<file path="src/hdl/assert_macros.svh">
// Assertion macros used by the chtp_ctrl RTL.
`ifndef ASSERT_MACROS_SVH
`define ASSERT_MACROS_SVH

// Implication checked at every clock edge outside reset.
`define ASSERT_IMPL(label, clk, rst, ante, cons, msg) \
   label: assert property (@(posedge clk) disable iff (rst) (ante) |-> (cons)) \
      else $error(msg);

// Implication whose consequent is checked in the cycle after the antecedent.
`define ASSERT_NEXT(label, clk, rst, ante, cons, msg) \
   label: assert property (@(posedge clk) disable iff (rst) (ante) |=> (cons)) \
      else $error(msg);

`endif

</file>
<file path="src/hdl/chtp_pkg.sv">
// ----------------------------------------------------------------------------
// chtp_pkg
// Types and constants of the chained hash table with an entry pool.
// ----------------------------------------------------------------------------
package chtp_pkg;
   localparam int TABLE_SIZE = 1024;
   localparam int IW = $clog2(TABLE_SIZE);
   localparam int PW = IW + 1;
   localparam logic [PW-1:0] NIL = PW'(TABLE_SIZE);
   localparam logic [PW-1:0] LIMIT_RESET = PW'(819);

   // Byte address of the live_limit register.
   localparam logic [1:0] ADDR_LIMIT = 2'd0;

   localparam logic [1:0] MODE_INSERT = 2'd0;
   localparam logic [1:0] MODE_AUTO = 2'd1;
   localparam logic [1:0] MODE_SEARCH = 2'd2;
   localparam logic [1:0] MODE_DELETE = 2'd3;

   localparam logic [1:0] ST_DONE = 2'd0;
   localparam logic [1:0] ST_MISS = 2'd1;
   localparam logic [1:0] ST_FULL = 2'd2;

   // Commands from the controller to the datapath.
   typedef struct packed {
      logic load;        // capture the request word
      logic clear_step;  // init sweep write at clear_addr
      logic rd_head;     // read bucket head
      logic rd_entry;    // read entry at cursor
      logic advance;     // prev <= cur
      logic do_insert;   // write the new entry
      logic do_unlink;   // unlink the cursor entry
      logic set_miss;    // result is a miss
      logic set_full;    // result is a refused insert
      logic set_found;   // search hit
      logic [IW-1:0] clear_addr;
   } cmd_type;

   // Status from the datapath back to the controller.
   typedef struct packed {
      logic [1:0] mode;
      logic can_insert;
      logic table_empty;
      logic cur_nil;
      logic key_match;
   } stat_type;
endpackage

</file>
<file path="src/hdl/chtp_ctrl.sv">
// ----------------------------------------------------------------------------
// chtp_ctrl
// Sequencer: reset sweep, request intake, chain walk and result handoff.
// ----------------------------------------------------------------------------
module chtp_ctrl (
   input  logic              clock,
   input  logic              reset,
   input  logic              req_valid,
   output logic              req_stall,
   output logic              rsp_valid,
   input  logic              rsp_stall,
   input  chtp_pkg::stat_type stat,
   output chtp_pkg::cmd_type  cmd
);
   import chtp_pkg::*;

   localparam logic [2:0] S_CLEAR = 3'd0;
   localparam logic [2:0] S_IDLE = 3'd1;
   localparam logic [2:0] S_HEAD = 3'd2;
   localparam logic [2:0] S_WAIT = 3'd3;
   localparam logic [2:0] S_CHECK = 3'd4;
   localparam logic [2:0] S_DONE = 3'd5;

   logic [2:0] state_ff, state_in;
   logic [IW-1:0] addr_ff, addr_in;
   logic rsp_ff, rsp_in;
   logic [IW:0] steps_ff, steps_in;
   logic rsp_held;

   assign rsp_valid = rsp_ff;
   assign rsp_held = rsp_ff && rsp_stall;
   assign req_stall = (state_ff != S_IDLE) || rsp_held;

   always_comb begin
      state_in = state_ff;
      addr_in = addr_ff;
      rsp_in = rsp_held;
      steps_in = steps_ff;
      cmd = '0;
      cmd.clear_addr = addr_ff;
      case (state_ff)
         S_CLEAR: begin
            cmd.clear_step = 1'b1;
            addr_in = addr_ff + 1'b1;
            if (addr_ff == IW'(TABLE_SIZE - 1)) state_in = S_IDLE;
         end
         S_IDLE: begin
            if (req_valid && !req_stall) begin
               cmd.load = 1'b1;
               state_in = S_HEAD;
            end
         end
         S_HEAD: begin
            steps_in = '0;
            if ((stat.mode == MODE_INSERT || stat.mode == MODE_AUTO) && !stat.can_insert) begin
               cmd.set_full = 1'b1;
               state_in = S_DONE;
            end else if (stat.mode == MODE_SEARCH && stat.table_empty) begin
               cmd.set_miss = 1'b1;
               state_in = S_DONE;
            end else begin
               cmd.rd_head = 1'b1;
               state_in = S_WAIT;
            end
         end
         S_WAIT: begin
            if (stat.mode == MODE_INSERT || stat.mode == MODE_AUTO) begin
               cmd.do_insert = 1'b1;
               state_in = S_DONE;
            end else if (stat.cur_nil || steps_ff[IW]) begin
               cmd.set_miss = 1'b1;
               state_in = S_DONE;
            end else begin
               cmd.rd_entry = 1'b1;
               state_in = S_CHECK;
            end
         end
         S_CHECK: begin
            if (stat.key_match) begin
               if (stat.mode == MODE_SEARCH) cmd.set_found = 1'b1;
               else cmd.do_unlink = 1'b1;
               state_in = S_DONE;
            end else begin
               cmd.advance = 1'b1;
               steps_in = steps_ff + 1'b1;
               state_in = S_WAIT;
            end
         end
         S_DONE: begin
            if (!rsp_held) begin
               rsp_in = 1'b1;
               state_in = S_IDLE;
            end
         end
         default: state_in = S_IDLE;
      endcase
   end

   always_ff @(posedge clock) begin
      if (reset) begin
         state_ff <= S_CLEAR;
         addr_ff <= '0;
         rsp_ff <= 1'b0;
         steps_ff <= '0;
      end else begin
         state_ff <= state_in;
         addr_ff <= addr_in;
         rsp_ff <= rsp_in;
         steps_ff <= steps_in;
      end
   end

   `include "assert_macros.svh"
   `ASSERT_IMPL(a_load_idle, clock, reset, cmd.load, state_ff == S_IDLE && !rsp_held, "busy load")
   `ASSERT_NEXT(a_done_word, clock, reset, state_ff == S_DONE && !rsp_held, rsp_ff, "word lost")
   `ASSERT_IMPL(a_clear_blocks, clock, reset, state_ff == S_CLEAR, req_stall, "taken in sweep")
endmodule

</file>
<file path="config.mk">
export PLATFORM = sky130hd
export DESIGN_NAME = chtp_ctrl
export DESIGN_NICKNAME = d
export VERILOG_FILES = /design/src/hdl/chtp_pkg.sv /design/src/hdl/chtp_ctrl.sv
export VERILOG_INCLUDE_DIRS = /design/src /design/src/hdl
export SDC_FILE = /design/constraint.sdc
export NUM_CORES = 1
export LEC_CHECK = 0
export BUFFER_PORTS_ARGS = -buffer_cell sky130_fd_sc_hd__buf_4
export CAP_MARGIN = 20
export CORE_AREA = 2 2 62 64
export CTS_BUF_LIST = sky130_fd_sc_hd__clkbuf_8 sky130_fd_sc_hd__clkbuf_16
export DETAILED_ROUTE_END_ITERATION = 12
export DIE_AREA = 0 0 64 66
export GPL_ROUTABILITY_DRIVEN = 0
export PLACE_DENSITY_LB_ADDON = 0.2
export SYNTH_ARGS = -nofsm -noshare
export SYNTH_HDL_FRONTEND = slang
export SYNTH_SLANG_ARGS = --single-unit
</file>
<file path="constraint.sdc">
create_clock -name clock -period 2.1 [get_ports clock]
set_input_delay 0.315 -clock clock [delete_from_list [all_inputs] [get_ports clock]]
set_output_delay 0.315 -clock clock [all_outputs]
set_load 0.01 [all_outputs]
</file>
=== Word-level counts from Yosys, hierarchy flattened ===
Cells that the tools add are included.

* Reductions and logical operators: 14
* Muxes and demuxes: 38
* Eq/ne operators: 13
* Add/sub/neg operators: 2

{| class="wikitable"
|+ Operator list
! operator !! number
|-
| $mux W1 || 27
|-
| $pmux W11 S2 || 1
|-
| $mux W3 || 7
|-
| $pmux W3 S6 || 1
|-
| $add A11 B1 Y11 const B || 1
|-
| $mux W11 || 1
|-
| $add A10 B1 Y10 const B || 1
|-
| $eq A10 B10 Y1 const B || 1
|-
| $ne A2 B2 Y1 const B || 4
|-
| $eq A3 B2 Y1 const B || 2
|-
| $eq A3 B3 Y1 const B || 2
|-
| $logic_and A1 B1 Y1 || 4
|-
| $eq A3 B1 Y1 const B || 1
|-
| $logic_not A3 Y1 || 1
|-
| $logic_or A1 B1 Y1 || 3
|-
| $ne A3 B1 Y1 const B || 1
|-
| $reduce_and A3 Y1 || 1
|-
| $eq A2 B1 Y1 const B || 1
|-
| $eq A2 B2 Y1 const B || 1
|-
| $logic_not A1 Y1 || 2
|-
| $logic_not A2 Y1 || 1
|-
| $pmux W1 S2 || 1
|-
| $reduce_and A2 Y1 || 1
|-
| $reduce_bool A2 Y1 || 1
|}

* Output and inout bits: 22
* Register bits: 25
* Input port bits: 10
* Logic and storage cells: 71

=== Depth between registers and ports, before layout ===
Gate-level depths: netlist of run 1.

* Depth in word-level cells: 6
* Mapped depth: 7
* Mapped depth without buffers: 5

=== Worst setup path after synthesis of run 1 ===
OpenSTA, ideal clock, no wires.

* Path kind: register to output
* From: register state_ff[2]
* To: output port cmd[10] (netlist name)
* Path slack: 0.403 ns
* Path buffers: 1
* Required time: 1.785 ns
* Arrival time: 1.382 ns
* Cell stages (with the launch flop): 5
* Path through: dfxtp_1 -> buf_4 -> inv_1 -> or4b_1 -> nor3b_1

{| class="wikitable"
|+ RTL lines
! what !! RTL line !! RTL
|-
| from (decl) || chtp_ctrl.sv:24 || <nowiki>logic [2:0] state_ff, state_in;</nowiki>
|-
| from (signal assigned) || chtp_ctrl.sv:106 || <nowiki>state_ff <= state_in;</nowiki>
|-
| to (decl) || chtp_ctrl.sv:13 || <nowiki>output chtp_pkg::cmd_type cmd</nowiki>
|}

==> impl_metrics.json, run 1 <==
{
  "status": "complete, no violations",
  "die_w_um": 64,
  "diodes": 0,
  "fill_cells": 351,
  "crit_fanout": 13,
  "cts_tree": "built",
  "layout_common_cells": "buf_4 (33), nor2_1 (24), dfxtp_1 (24), nand2_1 (15), xnor2_1 (9)",
  "fmax_mhz": 492.8,
  "drv_slew": 0,
  "grt_use_total": 0.1520,
  "start_util": 0.3841,
  "layout_commonest_cell": "buf_4",
  "cts.sinks": 25,
  "hold_path_class": "in -> reg",
  "die-area_sq_um": 4224,
  "drt-wirelength-per-cell_um": 12.34,
  "pin_count": 32,
  "max-cap-violations": 0,
  "overflow": 0,
  "core_sq_um": 3551,
  "cts_root_buf": "clkbuf_8",
  "p_total_w": 0.0008224,
  "area_delta_synth_final_pct": 23.03,
  "tightest_slew_ns": 0.4647,
  "ant_nets": 0,
  "antenna_found_initial": 0,
  "cellLeakagePower_nw": 0.6211,
  "crit_type": "reg -> out",
  "grt_max_degree": 15,
  "viasPerCell": 5.227,
  "yosys_warnings": 0,
  "dr_total_vias": 1244,
  "syn_inst": 160,
  "whs_ns": 0.3247,
  "synth_area_sq_um": 1364,
  "nets": 203,
  "finClkSkew_ns": 0.01129,
  "start_kind": "register",
  "cts_buffers": 3,
  "rows": 22,
  "drc": 0,
  "die_h_um": 66,
  "dp_hpwl_um": 2220,
  "wirelength_um": 2938,
  "finalHoldViolations": 0,
  "clk_path_buf_depth": 2,
  "grt_pass1_vias": 1189,
  "synthDistinctLibCells": 43,
  "arrival_ns": 1.71,
  "pwr_density_cell_nw_per_um2": 490.1,
  "fin_crit_sh": 0.9664,
  "end_kind": "output port",
  "clk_pin_slew_ns": 0.09,
  "h-tree-depth": 1,
  "ys_seq_area_frac": 0.3670,
  "drive_gt1_frac": 0.2421,
  "rsz0062_at_grt": "yes",
  "slew_headroom": 0.6894,
  "peakVddDrop_mv": 0.3325,
  "setup_violations": 0,
  "port_buffers": 31,
  "drt_iter0_drc": 65,
  "grt_first_pass_wirelength_um": 5195,
  "cp_data_required_time_ns": 1.78,
  "worstSkewPairLatency_ns": 0.27,
  "avgSynthCellArea_sq_um": 8.524,
  "post-route-min-period_ns": 2.029,
  "post_cts_buffers": 0,
  "dr.pass1.iters": 4,
  "synth.net_count": 172,
  "synth-seq-cells": 25
}
## where the power goes
| part | switching, W | leakage, nW | internal [W] | total (W) |
|---|---|---|---|---|
| Combinational | 0.0000277 | 0.393 | 0.0000268 | 0.0000545 |
| Clock | 0.000152 | 0.0255 | 0.000133 | 0.000284 |
| Sequential | 0.00000637 | 0.203 | 0.000477 | 0.000484 |
| Total | 0.000186 | 0.621 | 0.000637 | 0.000822 |
## final timing paths
path | startpoint | end | slack (ns) | cells past startpoint
worst max-delay path | state_ff[1] | cmd[17] | 0.07 | 3
worst min-delay path | reset | addr_ff[3] | 0.32 | 2
worst max register to register | state_ff[1] | addr_ff[4] | 0.40 | 5
worst min register to register | steps_ff[10] | steps_ff[10] | 0.49 | 2
## cells in the mapped netlist
master,number,area share
nand2b_1,1,0.0046
nor3_1,4,0.015
xnor2_1,9,0.058
o21bai_1,2,0.011
a41oi_1,1,0.0064
nand4b_1,1,0.0064
o31ai_1,2,0.011
and3b_1,2,0.013
and3_1,3,0.014
xor2_1,6,0.039
nand4_1,3,0.014
a21o_1,2,0.011
buf_6,2,0.017
a31o_2,1,0.0064
o21ai_0,4,0.015
clkbuf_1,3,0.0083
buf_4,2,0.011
a21oi_2,1,0.0064
nand3_1,5,0.018
nand2_1,15,0.041
o2bb2ai_1,1,0.0064
o211ai_1,2,0.011
a21boi_0,1,0.0055
and4_1,1,0.0064
a211oi_1,2,0.011
or3b_1,1,0.0064
nand3b_1,2,0.011
dfxtp_1,25,0.37
nor3b_1,2,0.011
nor2_1,24,0.066
nor4_4,2,0.031
nor4_1,2,0.0092
or4b_1,1,0.0073
or3_1,3,0.014
ha_1,2,0.018
a211oi_2,1,0.0092
nor3b_2,1,0.0092
nor4b_2,1,0.011
a311oi_1,1,0.0064
a21oi_1,8,0.029
o2111ai_1,1,0.0064
and2b_1,1,0.0055
inv_1,6,0.017
## sequential cells by signal, summed over array words and instances (netlist names)
| register | count |
|---|---|
| steps_ff | 11 |
| addr_ff | 10 |
| state_ff | 3 |
| rsp_valid | 1 |
## repair_timing
action	CTS	global route
endpoints found under the setup margin	2	3
gates resized for setup	1	2
hold buffers	0	0
## stage by stage
| step | setup WS [ns] | instances | TNS, ns | area, sq um | utilization |
|---|---|---|---|---|---|
| floorplan | 0.4032 | 160 | 0 | 1364 | - |
| global placement | 0.2956 | 234 | 0 | 1623 | 0.4570 |
| detailed placement | 0.2407 | 234 | 0 | 1623 | 0.4570 |
| CTS | 0.05180 | 238 | 0 | 1670 | 0.4704 |
| global route | -0.06385 | 238 | -0.1267 | 1678 | 0.4725 |
| finish | 0.07059 | 238 | 0 | 1678 | 0.4725 |
## cell families after synthesis
logic type | synth area share
simple gates | 0.3138
compound gates | 0.1523
flops | 0.3670
xor+xnor | 0.09633
buf+inv | 0.05229
fa+ha+maj | 0.01835
## worst max-delay path: stages, from the launching register on
cell and delay [ns]:
dfxtp_1 0.56, nand2b_1 0.23, nor4_1 0.45, buf_4 0.21
## metal layers
layer / up-vias / global-route usage / part of all wire
li1: 626 / - / -
met1: 578 / 0.1759 / 0.42
met2: 38 / 0.2799 / 0.51
met3: 2 / 0.02896 / 0.068
met4: 0 / 0.04891 / 0.0075
met5: - / 0 / 0
## final cells by class
| type | count | area [sq um] | share of cell area |
|---|---|---|---|
| Clock buffer | 3 | 41.29 | 0.02461 |
| Inverter | 6 | 22.52 | 0.01342 |
| Clock inverter | 1 | 5.005 | 0.002983 |
| Timing Repair Buffer | 33 | 247.7 | 0.1477 |
| Multi-Input combinational cell | 122 | 797.0 | 0.4750 |
| Tap cell | 48 | 60.06 | 0.03579 |
| Sequential cell | 25 | 504.2 | 0.3005 |
Note: power is estimated with default switching activity, not from simulation.
==> run 2: changes to the inputs <==
--- a/config.mk
+++ b/config.mk
@@ -8,10 +8,10 @@
 export LEC_CHECK = 0
 export BUFFER_PORTS_ARGS = -buffer_cell sky130_fd_sc_hd__buf_4
 export CAP_MARGIN = 20
-export CORE_AREA = 2 2 62 64
+export CORE_AREA = 2 2 86 47
 export CTS_BUF_LIST = sky130_fd_sc_hd__clkbuf_8 sky130_fd_sc_hd__clkbuf_16
 export DETAILED_ROUTE_END_ITERATION = 12
-export DIE_AREA = 0 0 64 66
+export DIE_AREA = 0 0 88 49
 export GPL_ROUTABILITY_DRIVEN = 0
 export PLACE_DENSITY_LB_ADDON = 0.2
 export SYNTH_ARGS = -nofsm -noshare
==> run 2 against run 1 <==
Against the previous run: register-to-register slack better by 0.12 ns; sequential share of layout area is 0.26 points lower; critical path depth is 1 higher; non-clock buffer count stayed put; fmax is 1.3% higher; highest routed layer unchanged; sequential power hardly changed; die area is 2.1% higher; global-route usage is 0.48 points higher; count of clock-buffer cells in the layout stayed put; sequential cell count stayed put.
==> impl_metrics.json, run 2 (synthesis gave the netlist of run 1 again) <==
{
  "drive_gt1_frac": 0.2526,
  "worstSkewPairLatency_ns": 0.27,
  "die-area_sq_um": 4312,
  "drc": 0,
  "critPathLaunch": "state_ff[2]",
  "area_delta_synth_final_pct": 24.40,
  "antenna_found_initial": 0,
  "slew_headroom": 0.5984,
  "layout_commonest_cell": "buf_4",
  "switching_power_w": 0.0001887,
  "port_buffers": 31,
  "hold_path_class": "in -> reg",
  "fin_util": 0.4682,
  "end_kind": "output port",
  "post_cts_buffers": 0,
  "r2r_end": "steps_ff[7]",
  "grt_use_total": 0.1568,
  "dr.pass1.iters": 4,
  "reg_top3": "steps_ff x11, addr_ff x10, state_ff x3",
  "start_kind": "register",
  "top_register": "steps_ff",
  "cts_hold_buffers": 0,
  "fmax_mhz": 499.1,
  "min_path_cells": 2,
  "drt_iter0_drc": 72,
  "dp_hpwl_um": 2440,
  "pwr-share-clk": 0.346,
  "ff2ff_path_depth": 4,
  "fin_cells": 244,
  "ant_nets": 0,
  "core_sq_um": 3623,
  "arrival_ns": 1.69,
  "crit_type": "reg -> out",
  "combPwrFrac": 0.067,
  "grt_pass1_vias": 1166,
  "p_int_w": 0.0006350,
  "finalHoldViolations": 0,
  "max-cap-violations": 0,
  "cellLeakagePower_nw": 0.6221,
  "nets": 203,
  "setup_tns_ns": 0,
  "setup_violations": 0,
  "reg2reg_from": "state_ff[1]",
  "cp_data_required_time_ns": 1.78,
  "post-route-cell-area_sq_um": 1697,
  "post-route-min-period_ns": 2.004,
  "grt_first_pass_wirelength_um": 5333,
  "die_h_um": 49,
  "cts_buffers": 3,
  "postPlaceCellArea_sq_um": 1630,
  "fin_crit_sh": 0.9541,
  "die_w_um": 88,
  "h-tree-depth": 1,
  "tightest_slew_ns": 0.6008,
  "post_cts_resized": 2,
  "p_sw_frac": 0.2291,
  "status": "complete, no violations",
  "placed_cells": 240,
  "drv_slew": 0,
  "cts_tree": "built",
  "pin_count": 32,
  "seq_power_share": 0.588,
  "whs_ns": 0.3126,
  "rrSetupSlack_ns": 0.52,
  "overflow": 0,
  "cts.sinks": 25,
  "layout_common_cells": "buf_4 (33), nor2_1 (24), dfxtp_1 (23), nand2_1 (15), xnor2_1 (9)",
  "dr_total_vias": 1224,
  "rsz0062_at_grt": "no",
  "pwr_density_cell_nw_per_um2": 485.5,
  "finClkSkew_ns": 0.01192,
  "clk_path_buf_depth": 2,
  "rows": 16,
  "clk_pin_slew_ns": 0.09,
  "critPathCapture": "cmd[10]",
  "largest_reg_flops": 11,
  "start_util": 0.3764,
  "wirelength_um": 3224,
  "crit_fanout": 11,
  "cts_root_buf": "clkbuf_8",
  "diodes": 0,
  "drt-wirelength-per-cell_um": 13.21,
  "viasPerCell": 5.016,
  "grt_max_degree": 15,
  "peakVddDrop_mv": 0.1747
}
[run 2: changes by cell type in the layout (fill, tap and decap cells not counted), sizes merged]
cell    previous run  this run
inv                6         7
clkinv             1         0
[run 2: critical path, stage by stage, from the launching register on]
cell	delay (ns)
dfxtp_4	0.40
inv_1	0.09
or4b_1	0.60
nor3b_2	0.18
buf_4	0.14
[run 2: power groups by stage]
stage	Clock, W	Sequential [W]	Combinational (W)
floorplan	0	0.000497	0.0000210
global placement	0	0.000496	0.0000536
detailed placement	0	0.000497	0.0000543
CTS	0.000289	0.000485	0.0000547
global route	0.000318	0.000485	0.0000620
finish	0.000285	0.000484	0.0000549
[run 2: worst min-delay path by stage]
stage	from	endpoint
global route	reset	addr_ff[1]
CTS	reset	addr_ff[0]
detailed placement	steps_ff[10]	steps_ff[10]
floorplan	reset	addr_ff[1]
finish	reset	addr_ff[0]
global placement	steps_ff[10]	steps_ff[10]
[run 2: metal layers]
metal	vias up	global-route usage	routed length, um	part of all wire
li1	623	-	-	-
met1	565	0.2285	1747	0.54
met2	34	0.2260	1253	0.39
met3	2	0.04907	210	0.065
met4	0	0.03333	12	0.0037
met5	-	0	0	0
[run 2: area by class of cell]
| class | count | area, sq um |
|---|---|---|
| fill | 349 | 1927 |
| multi-input combinational | 122 | 808.3 |
| sequential | 25 | 505.5 |
| timing repair buffer | 33 | 247.7 |
| tap | 54 | 67.56 |
| clock buffer | 3 | 41.29 |
| inverter | 6 | 22.52 |
| clock inverter | 1 | 3.754 |
[run 2: through the flow]
stage | worst slack [ns] | total power (W)
after floorplan | 0.4032 | 0.0005182
after global placement | 0.2829 | 0.0005494
after detailed placement | 0.2059 | 0.0005508
after CTS | 0.01224 | 0.0008293
after global routing | 0.008625 | 0.0008658
final | 0.09638 | 0.0008237
